<file path="config.mk">
export PLATFORM = sky130hd
export DESIGN_NAME = arcball_orientation_tracker_unit
export DESIGN_NICKNAME = d
export VERILOG_FILES = /design/src/rtl/aotu_pkg.sv /design/src/rtl/aotu_divsqrt.sv /design/src/rtl/arcball_orientation_tracker_unit.sv
export VERILOG_INCLUDE_DIRS = /design/src /design/src/rtl
export SDC_FILE = /design/constraint.sdc
export NUM_CORES = 2
export LEC_CHECK = 0
export ABC_AREA = 0
export BUFFER_PORTS_ARGS = -buffer_cell sky130_fd_sc_hd__buf_2
export CORE_MARGIN = 5
export CORE_UTILIZATION = 40
export CTS_BUF_LIST = sky130_fd_sc_hd__clkbuf_16
export CTS_CLUSTER_DIAMETER = 80
export DETAILED_ROUTE_END_ITERATION = 7
export PLACE_DENSITY = 0.56
export SYNTH_ARGS = -nofsm -noshare
export SYNTH_HDL_FRONTEND = slang
export SYNTH_SLANG_ARGS = --single-unit
</file>
<file path="constraint.sdc">
create_clock -name clk -period 23.4 [get_ports clk]
set_input_delay 2.34 -clock clk [delete_from_list [all_inputs] [get_ports clk]]
set_output_delay 2.34 -clock clk [all_outputs]
set_load 0.02 [all_outputs]
</file>
<file path="src/rtl/arcball_orientation_tracker_unit_assert.svh">
// ----------------------------------------------------------------------------
// Arcball tracker assertion macros
// Shared concurrent checks, reset-qualified on rst_n.
// ----------------------------------------------------------------------------
`ifndef ARCBALL_ORIENTATION_TRACKER_UNIT_ASSERT_SVH
`define ARCBALL_ORIENTATION_TRACKER_UNIT_ASSERT_SVH

// same-cycle implication
`define AOTU_CHECK_NOW(lbl, ante, cons) \
  lbl: assert property (@(posedge clk) disable iff (!rst_n) (ante) |-> (cons)) \
    else $error("check failed");

// next-cycle implication
`define AOTU_CHECK_NEXT(lbl, ante, cons) \
  lbl: assert property (@(posedge clk) disable iff (!rst_n) (ante) |=> (cons)) \
    else $error("check failed");

`endif

</file>
<file path="src/rtl/aotu_pkg.sv">
// ----------------------------------------------------------------------------
// Arcball tracker package
// Shared types, codes and constants.
// ----------------------------------------------------------------------------
package aotu_pkg;

  localparam int DU_W = 40;

  localparam logic [1:0] ACT_BEGIN   = 2'd0;
  localparam logic [1:0] ACT_DRAG    = 2'd1;
  localparam logic [1:0] ACT_RELEASE = 2'd2;

  typedef logic signed [17:0] fx_t;

  typedef struct packed {
    logic            start;
    logic            is_sqrt;
    logic [DU_W-1:0] num;
    logic [DU_W-1:0] den;
  } du_req_t;

  typedef enum logic [3:0] {
    S_IDLE, S_NX, S_NY, S_R2, S_SQ, S_PX, S_PY, S_CHK,
    S_CROSS, S_ZCHK, S_N2, S_NSQ, S_QD, S_QM, S_DONE
  } seq_state_t;

endpackage

</file>
<file path="src/rtl/aotu_divsqrt.sv">
// ----------------------------------------------------------------------------
// Arcball tracker divide / square-root unit
// Restoring divide, one quotient bit a cycle; integer square root, one
// result bit a cycle. done pulses for one cycle with res valid.
// ----------------------------------------------------------------------------
module aotu_divsqrt (
  input  logic                      clk,
  input  logic                      rst_n,
  input  aotu_pkg::du_req_t         req,
  output logic                      done,
  output logic [aotu_pkg::DU_W-1:0] res
);

  localparam int W = aotu_pkg::DU_W;

  logic         busy_r, done_r, sq_r;
  logic [5:0]   cnt_r;
  logic [W-1:0] q_r, v_r, r_r, bit_r;
  logic [W:0]   rem_r, trial;
  logic [W-1:0] sum;
  logic [5:0]   last;

  assign trial = {rem_r[W-1:0], q_r[W-1]};
  assign sum   = r_r + bit_r;
  assign last  = sq_r ? 6'd19 : 6'd39;

  always_ff @(posedge clk) begin
    if (!rst_n) begin
      busy_r <= 1'b0;
      done_r <= 1'b0;
      cnt_r  <= '0;
    end else begin
      done_r <= 1'b0;
      if (req.start) begin
        busy_r <= 1'b1;
        cnt_r  <= '0;
      end else if (busy_r) begin
        cnt_r <= cnt_r + 6'd1;
        if (cnt_r == last) begin
          busy_r <= 1'b0;
          done_r <= 1'b1;
        end
      end
    end
  end

  always_ff @(posedge clk) begin
    if (req.start) begin
      sq_r  <= req.is_sqrt;
      q_r   <= req.num;
      rem_r <= '0;
      v_r   <= req.num;
      r_r   <= '0;
      bit_r <= {2'b01, {(W-2){1'b0}}};
    end else if (busy_r) begin
      if (sq_r) begin
        if (v_r >= sum) begin
          v_r <= v_r - sum;
          r_r <= (r_r >> 1) + bit_r;
        end else begin
          r_r <= r_r >> 1;
        end
        bit_r <= bit_r >> 2;
      end else begin
        if (trial >= {1'b0, req.den}) begin
          rem_r <= trial - {1'b0, req.den};
          q_r   <= {q_r[W-2:0], 1'b1};
        end else begin
          rem_r <= trial;
          q_r   <= {q_r[W-2:0], 1'b0};
        end
      end
    end
  end

  assign done = done_r;
  assign res  = sq_r ? r_r : q_r;

  `include "arcball_orientation_tracker_unit_assert.svh"

  `AOTU_CHECK_NEXT(a_done_after_busy, busy_r && cnt_r == last && !req.start, done_r)
  `AOTU_CHECK_NOW(a_done_idle, done_r, !busy_r)
  `AOTU_CHECK_NOW(a_cnt_bound, busy_r, cnt_r <= last)

endmodule

</file>
<file path="src/rtl/arcball_orientation_tracker_unit.sv">
// ----------------------------------------------------------------------------
// Arcball orientation tracker unit
// Release and ignored events go straight to the result; a begin or a drag is
// worked through the shared divide/square-root unit before its result loads.
// Throughput: one event at a time; the next is taken after the result loads.
// Reset: synchronous; identity orientation, not rotating, 640 x 480 window.
// ----------------------------------------------------------------------------
module arcball_orientation_tracker_unit (
  input  logic               clk,
  input  logic               rst_n,
  input  logic               in_valid,
  output logic               in_stall,
  input  logic [1:0]         in_action,
  input  logic [11:0]        in_mouse_x,
  input  logic [11:0]        in_mouse_y,
  output logic               out_valid,
  input  logic               out_stall,
  output logic signed [15:0] out_quat_w,
  output logic signed [15:0] out_quat_x,
  output logic signed [15:0] out_quat_y,
  output logic signed [15:0] out_quat_z,
  output logic               out_rotating,
  input  logic               psel,
  input  logic               penable,
  input  logic               pwrite,
  input  logic [2:0]         paddr,
  input  logic [31:0]        pwdata,
  output logic [31:0]        prdata,
  output logic               pready
);

  localparam int W = aotu_pkg::DU_W;
  localparam aotu_pkg::fx_t ONE = 18'sd16384;

  function automatic aotu_pkg::fx_t clamp1(input logic signed [W-1:0] v);
    if (v > 40'sd16384) return ONE;
    else if (v < -40'sd16384) return -ONE;
    else return v[17:0];
  endfunction

  function automatic logic signed [W-1:0] rnd14(input logic signed [W-1:0] v);
    logic [W-1:0] m;
    m = v[W-1] ? -v : v;
    m = (m + 40'd8192) >> 14;
    return v[W-1] ? -$signed(m) : $signed(m);
  endfunction

  function automatic logic [W-1:0] scaled(input aotu_pkg::fx_t v, input logic [17:0] d);
    logic [17:0] m;
    m = v[17] ? 18'(-v) : 18'(v);
    return ({22'd0, m} << 14) + {23'd0, d[17:1]};
  endfunction

  function automatic aotu_pkg::fx_t apply_sgn(input logic neg, input logic [W-1:0] m);
    logic signed [W-1:0] s;
    s = neg ? -$signed(m) : $signed(m);
    return clamp1(s);
  endfunction

  aotu_pkg::seq_state_t state_r, state_nxt;
  logic [12:0]   win_w_r, win_h_r, w_eff, h_eff;
  aotu_pkg::fx_t sp_r [3], sp_nxt [3];
  aotu_pkg::fx_t cp_r [3], cp_nxt [3];
  aotu_pkg::fx_t so_r [4], so_nxt [4];
  aotu_pkg::fx_t co_r [4], co_nxt [4];
  aotu_pkg::fx_t cr_r [4], cr_nxt [4];
  aotu_pkg::fx_t qv_r [4], qv_nxt [4];
  logic          drag_r, drag_nxt, go_r, go_nxt;
  logic [1:0]    act_r, act_nxt, j_r, j_nxt, t_r, t_nxt;
  logic [11:0]   mx_r, mx_nxt, my_r, my_nxt;
  aotu_pkg::fx_t px_r, px_nxt, py_r, py_nxt, w0_r, w0_nxt;
  logic [17:0]   rr_r, rr_nxt, nn_r, nn_nxt;
  logic signed [W-1:0] acc_r, acc_nxt, sum, rnd;
  aotu_pkg::fx_t opa, opb;
  logic          neg;
  logic signed [35:0] prod, term;
  aotu_pkg::du_req_t du_req;
  logic          du_done;
  logic [W-1:0]  du_res;
  logic          in_acc, in_disk, last_t;
  logic          ov_r;
  logic signed [15:0] oq_r [4];
  logic          orot_r;

  aotu_divsqrt u_du (.clk(clk), .rst_n(rst_n), .req(du_req), .done(du_done), .res(du_res));

  assign w_eff  = (win_w_r == 13'd0) ? 13'd1 : win_w_r;
  assign h_eff  = (win_h_r == 13'd0) ? 13'd1 : win_h_r;
  assign in_acc = in_valid && !in_stall;
  assign in_stall = (state_r != aotu_pkg::S_IDLE);
  assign in_disk = (acc_r < 40'sd67108864);

  always_comb begin
    opa = '0;
    opb = '0;
    neg = 1'b0;
    case (state_r)
      aotu_pkg::S_R2: begin
        opa = t_r[0] ? py_r : px_r;
        opb = opa;
      end
      aotu_pkg::S_CROSS: begin
        case (j_r)
          2'd0: begin
            opa = t_r[0] ? sp_r[2] : sp_r[1];
            opb = t_r[0] ? cp_r[1] : cp_r[2];
          end
          2'd1: begin
            opa = t_r[0] ? sp_r[0] : sp_r[2];
            opb = t_r[0] ? cp_r[2] : cp_r[0];
          end
          2'd2: begin
            opa = t_r[0] ? sp_r[1] : sp_r[0];
            opb = t_r[0] ? cp_r[0] : cp_r[1];
          end
          default: begin
            opa = (t_r == 2'd3) ? '0 : sp_r[t_r];
            opb = (t_r == 2'd3) ? '0 : cp_r[t_r];
          end
        endcase
        if (j_r != 2'd3) begin
          neg = t_r[0];
          if (t_r == 2'd2) opa = '0;
        end
      end
      aotu_pkg::S_N2: begin
        opa = (t_r == 2'd0) ? w0_r : cr_r[t_r - 2'd1];
        opb = opa;
      end
      aotu_pkg::S_QM: begin
        opa = qv_r[t_r];
        opb = so_r[t_r ^ j_r];
        case (j_r)
          2'd0:    neg = (t_r != 2'd0);
          2'd1:    neg = (t_r == 2'd3);
          2'd2:    neg = (t_r == 2'd1);
          default: neg = (t_r == 2'd2);
        endcase
      end
      default: ;
    endcase
  end

  assign prod = opa * opb;
  assign term = neg ? -prod : prod;
  assign sum  = ((t_r == 2'd0) ? 40'sd0 : acc_r) + {{4{term[35]}}, term};
  assign rnd  = rnd14(sum);

  always_comb begin
    last_t = 1'b0;
    case (state_r)
      aotu_pkg::S_R2:    last_t = (t_r == 2'd1);
      aotu_pkg::S_CROSS: last_t = (t_r == 2'd2);
      default:           last_t = (t_r == 2'd3);
    endcase
  end

  // next state
  always_comb begin
    state_nxt = state_r;
    case (state_r)
      aotu_pkg::S_IDLE:
        if (in_acc) begin
          if (in_action == aotu_pkg::ACT_BEGIN ||
              (in_action == aotu_pkg::ACT_DRAG && drag_r)) state_nxt = aotu_pkg::S_NX;
          else state_nxt = aotu_pkg::S_DONE;
        end
      aotu_pkg::S_NX:  if (go_r && du_done) state_nxt = aotu_pkg::S_NY;
      aotu_pkg::S_NY:  if (go_r && du_done) state_nxt = aotu_pkg::S_R2;
      aotu_pkg::S_R2:  if (last_t) state_nxt = aotu_pkg::S_SQ;
      aotu_pkg::S_SQ:
        if (go_r && du_done) state_nxt = in_disk ? aotu_pkg::S_CHK : aotu_pkg::S_PX;
      aotu_pkg::S_PX:  if (go_r && du_done) state_nxt = aotu_pkg::S_PY;
      aotu_pkg::S_PY:  if (go_r && du_done) state_nxt = aotu_pkg::S_CHK;
      aotu_pkg::S_CHK:
        state_nxt = (act_r == aotu_pkg::ACT_BEGIN) ? aotu_pkg::S_DONE : aotu_pkg::S_CROSS;
      aotu_pkg::S_CROSS: if (last_t && j_r == 2'd3) state_nxt = aotu_pkg::S_ZCHK;
      aotu_pkg::S_ZCHK:
        if (cr_r[0] == '0 && cr_r[1] == '0 && cr_r[2] == '0) state_nxt = aotu_pkg::S_QM;
        else state_nxt = aotu_pkg::S_N2;
      aotu_pkg::S_N2:  if (last_t) state_nxt = aotu_pkg::S_NSQ;
      aotu_pkg::S_NSQ: if (go_r && du_done) state_nxt = aotu_pkg::S_QD;
      aotu_pkg::S_QD:  if (go_r && du_done && j_r == 2'd3) state_nxt = aotu_pkg::S_QM;
      aotu_pkg::S_QM:  if (last_t && j_r == 2'd3) state_nxt = aotu_pkg::S_DONE;
      aotu_pkg::S_DONE: if (!ov_r || !out_stall) state_nxt = aotu_pkg::S_IDLE;
      default: state_nxt = aotu_pkg::S_IDLE;
    endcase
  end

  // datapath and unit requests
  always_comb begin
    sp_nxt = sp_r; cp_nxt = cp_r; so_nxt = so_r; co_nxt = co_r;
    cr_nxt = cr_r; qv_nxt = qv_r;
    drag_nxt = drag_r; go_nxt = go_r; act_nxt = act_r;
    j_nxt = j_r; t_nxt = t_r; mx_nxt = mx_r; my_nxt = my_r;
    px_nxt = px_r; py_nxt = py_r; w0_nxt = w0_r; rr_nxt = rr_r; nn_nxt = nn_r;
    acc_nxt = acc_r;
    du_req = '0;
    case (state_r)
      aotu_pkg::S_IDLE:
        if (in_acc) begin
          act_nxt = in_action;
          mx_nxt  = in_mouse_x;
          my_nxt  = in_mouse_y;
        end
      aotu_pkg::S_NX: begin
        du_req.num = {14'd0, mx_r, 14'd0} + {28'd0, w_eff[12:1]};
        du_req.den = {27'd0, w_eff};
        du_req.start = !go_r;
        go_nxt = 1'b1;
        if (go_r && du_done) begin
          px_nxt = clamp1($signed(du_res) - 40'sd8192);
          go_nxt = 1'b0;
        end
      end
      aotu_pkg::S_NY: begin
        du_req.num = {14'd0, my_r, 14'd0} + {28'd0, h_eff[12:1]};
        du_req.den = {27'd0, h_eff};
        du_req.start = !go_r;
        go_nxt = 1'b1;
        if (go_r && du_done) begin
          py_nxt = clamp1(40'sd8192 - $signed(du_res));
          go_nxt = 1'b0;
        end
      end
      aotu_pkg::S_R2: begin
        acc_nxt = sum;
        t_nxt = last_t ? 2'd0 : t_r + 2'd1;
      end
      aotu_pkg::S_SQ: begin
        du_req.is_sqrt = 1'b1;
        du_req.num = in_disk ? (40'd268435456 - ($unsigned(acc_r) << 2)) : $unsigned(acc_r);
        du_req.start = !go_r;
        go_nxt = 1'b1;
        if (go_r && du_done) begin
          go_nxt = 1'b0;
          if (in_disk) begin
            cp_nxt[0] = px_r <<< 1;
            cp_nxt[1] = py_r <<< 1;
            cp_nxt[2] = du_res[17:0];
          end else begin
            rr_nxt = du_res[17:0];
          end
        end
      end
      aotu_pkg::S_PX: begin
        du_req.num = scaled(px_r, rr_r);
        du_req.den = {22'd0, rr_r};
        du_req.start = !go_r;
        go_nxt = 1'b1;
        if (go_r && du_done) begin
          cp_nxt[0] = apply_sgn(px_r[17], du_res);
          go_nxt = 1'b0;
        end
      end
      aotu_pkg::S_PY: begin
        du_req.num = scaled(py_r, rr_r);
        du_req.den = {22'd0, rr_r};
        du_req.start = !go_r;
        go_nxt = 1'b1;
        if (go_r && du_done) begin
          cp_nxt[1] = apply_sgn(py_r[17], du_res);
          cp_nxt[2] = '0;
          go_nxt = 1'b0;
        end
      end
      aotu_pkg::S_CHK:
        if (act_r == aotu_pkg::ACT_BEGIN) begin
          sp_nxt = cp_r;
          so_nxt = co_r;
          drag_nxt = 1'b1;
        end
      aotu_pkg::S_CROSS: begin
        acc_nxt = sum;
        t_nxt = last_t ? 2'd0 : t_r + 2'd1;
        if (last_t) begin
          cr_nxt[j_r] = (j_r == 2'd3) ? clamp1(rnd) : rnd[17:0];
          j_nxt = j_r + 2'd1;
        end
      end
      aotu_pkg::S_ZCHK:
        if (cr_r[0] == '0 && cr_r[1] == '0 && cr_r[2] == '0) begin
          qv_nxt[0] = ONE; qv_nxt[1] = '0; qv_nxt[2] = '0; qv_nxt[3] = '0;
        end else begin
          w0_nxt = ONE + cr_r[3];
        end
      aotu_pkg::S_N2: begin
        acc_nxt = sum;
        t_nxt = t_r + 2'd1;
      end
      aotu_pkg::S_NSQ: begin
        du_req.is_sqrt = 1'b1;
        du_req.num = $unsigned(acc_r);
        du_req.start = !go_r;
        go_nxt = 1'b1;
        if (go_r && du_done) begin
          nn_nxt = (du_res == '0) ? 18'd1 : du_res[17:0];
          go_nxt = 1'b0;
        end
      end
      aotu_pkg::S_QD: begin
        du_req.num = scaled((j_r == 2'd0) ? w0_r : cr_r[j_r - 2'd1], nn_r);
        du_req.den = {22'd0, nn_r};
        du_req.start = !go_r;
        go_nxt = 1'b1;
        if (go_r && du_done) begin
          qv_nxt[j_r] = apply_sgn(((j_r == 2'd0) ? w0_r[17] : cr_r[j_r - 2'd1][17]), du_res);
          j_nxt = j_r + 2'd1;
          go_nxt = 1'b0;
        end
      end
      aotu_pkg::S_QM: begin
        acc_nxt = sum;
        t_nxt = t_r + 2'd1;
        if (last_t) begin
          co_nxt[j_r] = clamp1(rnd);
          j_nxt = j_r + 2'd1;
        end
      end
      aotu_pkg::S_DONE:
        if ((!ov_r || !out_stall) && act_r == aotu_pkg::ACT_RELEASE) drag_nxt = 1'b0;
      default: ;
    endcase
  end

  always_ff @(posedge clk) begin
    if (!rst_n) begin
      state_r <= aotu_pkg::S_IDLE;
      win_w_r <= 13'd640;
      win_h_r <= 13'd480;
      drag_r  <= 1'b0;
      go_r    <= 1'b0;
      j_r     <= '0;
      t_r     <= '0;
      ov_r    <= 1'b0;
      for (int i = 0; i < 3; i++) sp_r[i] <= '0;
      for (int i = 0; i < 4; i++) begin
        so_r[i] <= (i == 0) ? ONE : '0;
        co_r[i] <= (i == 0) ? ONE : '0;
      end
    end else begin
      state_r <= state_nxt;
      drag_r  <= drag_nxt;
      go_r    <= go_nxt;
      j_r     <= j_nxt;
      t_r     <= t_nxt;
      sp_r    <= sp_nxt;
      so_r    <= so_nxt;
      co_r    <= co_nxt;
      if (psel && penable && pwrite) begin
        if (paddr[2]) win_h_r <= pwdata[12:0];
        else          win_w_r <= pwdata[12:0];
      end
      if (state_r == aotu_pkg::S_DONE && (!ov_r || !out_stall)) ov_r <= 1'b1;
      else if (!out_stall) ov_r <= 1'b0;
    end
  end

  always_ff @(posedge clk) begin
    act_r <= act_nxt;
    mx_r  <= mx_nxt;
    my_r  <= my_nxt;
    px_r  <= px_nxt;
    py_r  <= py_nxt;
    w0_r  <= w0_nxt;
    rr_r  <= rr_nxt;
    nn_r  <= nn_nxt;
    acc_r <= acc_nxt;
    cp_r  <= cp_nxt;
    cr_r  <= cr_nxt;
    qv_r  <= qv_nxt;
    if (state_r == aotu_pkg::S_DONE && (!ov_r || !out_stall)) begin
      for (int i = 0; i < 4; i++) oq_r[i] <= co_r[i][15:0];
      orot_r <= drag_nxt;
    end
  end

  assign out_valid    = ov_r;
  assign out_quat_w   = oq_r[0];
  assign out_quat_x   = oq_r[1];
  assign out_quat_y   = oq_r[2];
  assign out_quat_z   = oq_r[3];
  assign out_rotating = orot_r;
  assign pready       = 1'b1;
  assign prdata       = paddr[2] ? {19'd0, win_h_r} : {19'd0, win_w_r};

  `include "arcball_orientation_tracker_unit_assert.svh"

  `AOTU_CHECK_NEXT(a_busy_after_accept, in_acc, in_stall)
  `AOTU_CHECK_NOW(a_orient_range, 1'b1, co_r[0] <= ONE && co_r[0] >= -ONE)
  `AOTU_CHECK_NEXT(a_hold_done, state_r == aotu_pkg::S_DONE && ov_r && out_stall,
                   state_r == aotu_pkg::S_DONE)
  `AOTU_CHECK_NOW(a_no_start_idle, du_req.start, state_r != aotu_pkg::S_IDLE)

endmodule
</file>
# Yosys cells after proc, flatten, opt, wreduce, memory -nomap -nowiden
# Memory sizes are Yosys's and may differ from the RTL's.
# Cells that the tools add are included.
[word_totals]
reg_bits = 779
ram_bits = 64
inputBits = 68
output_inout_bits = 100
word_cells = 361
memories = 1
[op_classes]
n_addsub = 27
n_mul = 1
n_lt_le_gt_ge = 21
eq_ne = 43
muxes = 135
n_bitwise = 12
reduce_logical = 70
[memory_table]
columns = ["name", "words", "word_bits", "rd", "rd_ports_with_merged_regs", "write_ports", "line", "source"]
rows = [
  ["oq_r", 4, 16, 4, 0, 4, "arcball_orientation_tracker_unit.sv:82", "logic signed [15:0] oq_r [4];"],
]
[ops]
columns = ["op", "count"]
rows = [
  ["18-bit two-way mux", 46],
  ["40-bit two-way mux", 17],
  ["40-bit one-hot mux with 7 select lines", 1],
  ["40-bit by 16-bit > comparator with 1-bit output, second input constant", 6],
  ["40-bit by 15-bit < comparator with 1-bit output, second input constant", 6],
  ["18-bit binary-select mux with 2-bit select", 6],
  ["72-bit bitwise mux", 3],
  ["18-bit one-hot mux with 4 select lines", 3],
  ["72-bit two-way mux", 2],
  ["72-bit one-hot mux with 2 select lines", 1],
  ["54-bit two-way mux", 2],
  ["18-bit one-hot mux with 3 select lines", 2],
  ["32-bit by 17-bit adder with 33-bit output", 3],
  ["40-bit negation", 2],
  ["36-bit two-way mux", 2],
  ["36-bit one-hot mux with 2 select lines", 1],
  ["4-bit one-hot mux with 15 select lines", 1],
  ["4-bit two-way mux", 14],
  ["26-bit by 12-bit adder with 27-bit output", 2],
  ["18-bit logical NOT", 3],
  ["18-bit negation", 3],
  ["41-bit by 18-bit >= comparator with 1-bit output", 1],
  ["39-bit by 39-bit adder with 40-bit output", 1],
  ["40-bit by 14-bit adder with 40-bit output, second input constant", 1],
  ["57 further kinds", 180],
]

# Longest topological paths before layout
[depth]
word_depth = 25
depth_mapped = 79
ltp_nobuf = 62

# By module
# From an unflattened synthesis, not the netlist that was laid out.
[unflattened]
cells_unflattened = 8485
hier_area_um2 = 71722.5
[by_module_without_submodules]
columns = ["mod", "instances", "cells_per_inst", "area_per_inst_um2", "seq_area_each_um2"]
rows = [
  ["arcball_orientation_tracker_unit", 1, 6468, 56053.8, 17286.6],
  ["aotu_divsqrt", 1, 2017, 15668.8, 4594.4],
]

# Worst setup path before layout
# OpenSTA, ideal clock, no wires.
[synth_timing]
path_kind = "register to register"
start = "register t_r[1]"
end = "register cr_r[14] in the netlist's numbering (data pin)"
setup_time_ns = 0.280
t_arrival_ns = 18.595
t_required_ns = 23.120
setup_slack_ns = 4.525
stages_incl_launch_ff = 72
n_path_buf = 19
period_less_slack_ns = 18.875
path_cell_list = "dfxtp_1 clkbuf_1 clkbuf_1 buf_1 buf_1 clkbuf_1 inv_1 ha_1 clkbuf_1 clkbuf_1 mux4_2 mux2i_1 o22a_1 o21ai_0 a21oi_1 clkbuf_1 nor2_1 fa_1 [... 36 more ...] ha_1 buf_1 nand2_1 maj3_1 nor3_1 mux2i_1 xnor2_1 or4b_4 or4b_1 buf_2 nor3_2 xor2_1 or4_1 a2111oi_0 nand3_1 o21ai_4 buf_6 o21ai_1"
[synth_between]
elab_chain_cells = 25
word_cells_on_any_way = 54
cone_classes = "add/sub: 6; mul: 1; order compare: 2; eq/ne: 3; mux: 36; bitwise: 4; reduce/logical: 2"
[synth_lines]
columns = ["element", "line", "source"]
rows = [
  ["start, declared", "arcball_orientation_tracker_unit.sv:69", "logic [1:0] act_r, act_nxt, j_r, j_nxt, t_r, t_nxt;"],
  ["start signal, assigned", "arcball_orientation_tracker_unit.sv:346", "t_r <= t_nxt;"],
  ["2-bit NOT with 3-bit output (not written as such)", "arcball_orientation_tracker_unit.sv:117, arcball_orientation_tracker_unit.sv:118, arcball_orientation_tracker_unit.sv:131", ""],
  ["18-bit binary-select mux with 2-bit select", "arcball_orientation_tracker_unit.sv:117", "opa = (t_r == 2'd3) ? '0 : sp_r[t_r];"],
  ["18-bit two-way mux (not written as such) (2 in series)", "arcball_orientation_tracker_unit.sv:117", ""],
  ["18-bit two-way mux", "arcball_orientation_tracker_unit.sv:117", ""],
  ["18-bit one-hot mux with 3 select lines", "arcball_orientation_tracker_unit.sv:103", "case (j_r)"],
  ["18-bit two-way mux", "arcball_orientation_tracker_unit.sv:123", "if (t_r == 2'd2) opa = '0;"],
  ["18-bit two-way mux", "arcball_orientation_tracker_unit.sv:121", "if (j_r != 2'd3) begin"],
  ["18-bit one-hot mux with 4 select lines", "arcball_orientation_tracker_unit.sv:97", "case (state_r)"],
  ["[... 7 more ...]", "n/a", ""],
  ["26-bit negation with 40-bit output", "arcball_orientation_tracker_unit.sv:45", "return v[W-1] ? -$signed(m) : $signed(m);"],
  ["40-bit two-way mux *", "arcball_orientation_tracker_unit.sv:45", ""],
  ["40-bit by 15-bit < comparator with 1-bit output", "arcball_orientation_tracker_unit.sv:37", "else if (v < -40'sd16384) return -ONE;"],
  ["18-bit two-way mux", "arcball_orientation_tracker_unit.sv:37", ""],
  ["18-bit two-way mux (2 in series)", "n/a", ""],
  ["18-bit two-way mux", "arcball_orientation_tracker_unit.sv:199", "case (state_r)"],
  ["18-bit two-way mux *", "arcball_orientation_tracker_unit.sv:277", "cr_nxt[j_r] = (j_r == 2'd3) ? clamp1(rnd) : rnd[17:0];"],
  ["72-bit bitwise mux *", "arcball_orientation_tracker_unit.sv:277", ""],
  ["end signal, assigned", "arcball_orientation_tracker_unit.sv:370", "cr_r <= cr_nxt;"],
  ["end, declared", "arcball_orientation_tracker_unit.sv:66", "aotu_pkg::fx_t cr_r [4], cr_nxt [4];"],
]
# Mark *: on every way between the ends. The rest lies on a longest branch, timed or not. The select of a mux whose other input is x is not followed.
# A chain may end at the register's enable or synchronous reset.

# Worst setup path after layout
[layout_timing]
start = "register j_r[0]"
end = "register cr_r[62] in the netlist's numbering (data pin)"
[layout_between]
elab_chain_cells = 22
word_cells_on_any_way = 42
cone_classes = "add/sub: 5; mul: 1; order compare: 4; eq/ne: 4; mux: 23; bitwise: 3; reduce/logical: 2"
[layout_lines]
columns = ["element", "line", "source"]
rows = [
  ["start, declared", "arcball_orientation_tracker_unit.sv:69", ""],
  ["start signal, assigned", "arcball_orientation_tracker_unit.sv:345", "j_r <= j_nxt;"],
  ["2-bit XOR", "arcball_orientation_tracker_unit.sv:132", "opb = so_r[t_r ^ j_r];"],
  ["2-bit NOT with 3-bit output (not written as such)", "arcball_orientation_tracker_unit.sv:132", ""],
  ["18-bit binary-select mux with 2-bit select", "arcball_orientation_tracker_unit.sv:132", ""],
  ["18-bit two-way mux (not written as such) (2 in series)", "arcball_orientation_tracker_unit.sv:132", ""],
  ["18-bit one-hot mux with 4 select lines", "arcball_orientation_tracker_unit.sv:97", ""],
  ["18-bit by 18-bit multiplier with 36-bit output", "arcball_orientation_tracker_unit.sv:144", "assign prod = opa * opb;"],
  ["36-bit negation", "arcball_orientation_tracker_unit.sv:145", "assign term = neg ? -prod : prod;"],
  ["36-bit two-way mux", "arcball_orientation_tracker_unit.sv:145", ""],
  ["[... 4 more ...]", "n/a", ""],
  ["26-bit negation with 40-bit output", "arcball_orientation_tracker_unit.sv:45", ""],
  ["40-bit two-way mux", "arcball_orientation_tracker_unit.sv:45", ""],
  ["40-bit by 15-bit < comparator with 1-bit output", "arcball_orientation_tracker_unit.sv:37", ""],
  ["18-bit two-way mux", "arcball_orientation_tracker_unit.sv:37", ""],
  ["18-bit two-way mux (2 in series)", "n/a", ""],
  ["18-bit two-way mux", "arcball_orientation_tracker_unit.sv:199", ""],
  ["18-bit two-way mux", "arcball_orientation_tracker_unit.sv:277", ""],
  ["72-bit bitwise mux *", "arcball_orientation_tracker_unit.sv:277", ""],
]
# Marked as above.

==> metrics.yaml <==
postCtsSetupBuffers: 0
nets: 8223
syn_inst: 7626
rsz0062_at_grt: "false"
async_flop_share_pct: 0
endpoint_kind: "flip-flop"
placed_area_um2: 70800
synth_top_area_cell: "edfxtp_1"
fin_cells: 9862
grt_max_degree: 96
status: "finished with violations"
dp.cells: 9681
yosysUniqueCellTypes: 110
hold_depth: 2
holdCritPathClass: "reg -> reg"
synth_area_um2: 67900
cts_hold_buf: 0
tritoncts: "built"
synth_warnings: 0
chipWidth_um: 422
via_per_inst: 5.91
route.met2.wl_mm: 106
leakage_nw: 28.3
power_density_nw_per_um2: 168
worstReg2RegStart: "j_r[0]"
clkTransAtPathRegs_ns: 0.07
vias: 58278
routed-wl-met3_mm: 17.3
r2r_cells: 54
grt_pass1_vias: 55944
setup_tns_ns: 0
finalHoldViolations: 0
p_comb_share_pct: 68.3
crit-reg2reg-capture: "cr_r[62]"
antenna_found_initial: 5
intPower_mw: 5.77
min_to: "so_r[53]"
postRouteWirelength_mm: 235
yosys-top-cells-area: "edfxtp_1 (22%), dfxtp_1 (10%), fa_1 (9.9%), nand2_1 (5.8%), ha_1 (4.8%)"
synth_flop_cell: "edfxtp_1"
crit_required_ns: 23.81
post-route-cell-area_um2: 74000
highest_layer: "met5"
die_area_um2: 178000
synth.most_common_cell: "nand2_1"
start_util_pct: 40.1
critical_path_class: "reg -> reg"
htreeDepth: 3
cpMaxStageDelayCell: "buf_4"
netlist_top_cells_count: "nand2_1 (1044), nor2_1 (678), inv_1 (577)"
setup_viol: 0
start_kind: "flip-flop"
grt_pass1_wl_mm: 354
synth.top_cell.area_share_pct: 22.1
grt.total_usage_pct: 25.6
antenna_cells: 0
pwr-share-clk_pct: 12.2
clock_skew_ns: 0.0765
hpwl_mm: 177
arrival_ns: 20.98
first_pass_iters: 8
clock_path_buffers: 3
drc_errors: 4
clock-sinks: 843
worstMarginPinSlew_ns: 1.41
wl_per_cell_um: 23.9
pin_count: 168
cts_root_buf: "clkbuf_16"
p_seq_share_pct: 19.5
ir_worst_vdd_mv: 0.462
port_buffers: 126
syn_area_per_cell_um2: 8.90
fin_util_pct: 43.8
place.gp.congestion: 0.948
slew_headroom_pct: 5.70
violations: "design-rule violations"
min_from: "co_r[53]"
drv_cap: 0
r2r_slack_ns: 2.82
path_max_fanout: 56
swShare_pct: 53.7
path_common_cell: "fa_1"
power_mw: 12.5
ys_seq_area_share_pct: 32.2
slew_viol_final: 0
wl_met1_mm: 101
cts_made_buffers: 95
synth_edf_count: 500
rows: 151
synth_seq_cells: 843
fillers: 16548
clock_latency_ns: 0.77
die_height_um: 422
ctsResizeCount: 0
fmax_mhz: 48.6
core_area_um2: 169000
syn_to_final_growth_pct: 9.04
ant_nets: 0
overflow: 0
first_iter_violations: 5883
layout-drive-gt1-share_pct: 8.84
period_minus_slack_ns: 20.58
period_share_pct: 87.9
slowest_delay_ns: 0.69
switchingPower_mw: 6.69
[routing by layer]
| metal | up-vias | track usage (%) |
|---|---|---|
| li1 | 26801 | - |
| met1 | 28783 | 35.1 |
| met2 | 2270 | 40.5 |
| met3 | 422 | 4.21 |
| met4 | 2 | 9.81 |
| met5 | - | 0 |
[logic make-up (layout without fill, tap and decap cells)]
family                     Yosys count  in the layout  share of synthesized area, %
xor gates and xnor gates           505            505                          6.60
other                                2             20                        0.0111
muxes                              343            343                          6.49
adders and majority gates          595            595                          14.7
buffers and inverters             1049           1049                          6.02
DFF                                843            843                          32.2
and+or+nand+nor                   2630           2630                          17.6
AOI/OAI and AO/OA                 1659           1659                          16.4
[layout by cell type, fill, tap and decap left out, drive strengths merged, types with 96 or more instances in the layout]
cell,netlist,layout
edfxtp,500,500
inv,584,614
nor3,216,216
nand2,1044,1044
nand3,126,126
mux2i,214,214
a21oi,501,501
ha,259,259
xnor2,339,339
o21ai,284,284
buf,87,274
nor2b,96,96
fa,335,335
xor2,164,164
dfxtp,343,343
clkbuf,367,98
nor2,679,679
[worst max-delay path by stage]
stage,to,startpoint,slack (ns)
after floorplan,cr_r[14],t_r[1],4.53
after detailed placement,cr_r[37],j_r[0],3.28
after CTS,cr_r[1],j_r[0],3.13
final,cr_r[62],j_r[0],2.82
after global placement,cr_r[8],j_r[0],3.41
after global routing,cr_r[1],j_r[0],1.54
[layout make-up]
class                           instances  area, µm²  share of cell area (%)
Multi-Input combinational cell       5752      42200                    57.0
Timing Repair Buffer                  274       1740                    2.35
Sequential cell                       843      21900                    29.6
Clock inverter                         82        721                   0.974
Tap cell                             2218       2780                    3.75
Inverter                              595       2240                    3.03
Clock buffer                           98       2450                    3.31
[stage by stage]
step           worst slack [ns]  hold slack [ns]
2_1_floorplan              4.53            0.417
3_3_place_gp               3.41            0.431
3_5_place_dp               3.28            0.443
4_1_cts                    3.13            0.432
5_1_grt                    1.54            0.454
6_report                   2.82            0.437
[flip-flops by register name, indices dropped and copies added (netlist names), 6 cells and up]
signal,count
cp_r,54
py_r,18
cr_r,72
co_r,72
win_w_r,13
nn_r,18
u_du.cnt_r,6
my_r,12
mx_r,12
px_r,18
win_h_r,13
sp_r,54
qv_r,72
u_du.bit_r,20
u_du.rem_r,40
so_r,72
w0_r,18
u_du.q_r,40
rr_r,18
u_du.r_r,40
u_du.v_r,40
oq_r,64
acc_r,40
[power groups by stage]
stage,Sequential (mW),Combinational [mW],Clock (mW)
3_5_place_dp,2.46,8.34,0
3_3_place_gp,2.45,8.27,0
5_1_grt,2.46,9.16,1.60
4_1_cts,2.43,8.39,1.54
2_1_floorplan,2.31,5.62,0
6_report,2.43,8.51,1.52
[worst max-delay path, delay by kind of cell (launching register included)]
family	cells	cell delay (ns)
AO/OA/AOI/OAI	15	5.40
adder cells (fa/ha/maj)	10	5.13
AND/OR/NAND/NOR	14	4.90
buffers and inverters	9	2.83
XOR/XNOR	6	1.49
flip-flops	1	0.31
No activity file was read; power rests on OpenSTA's default activity.
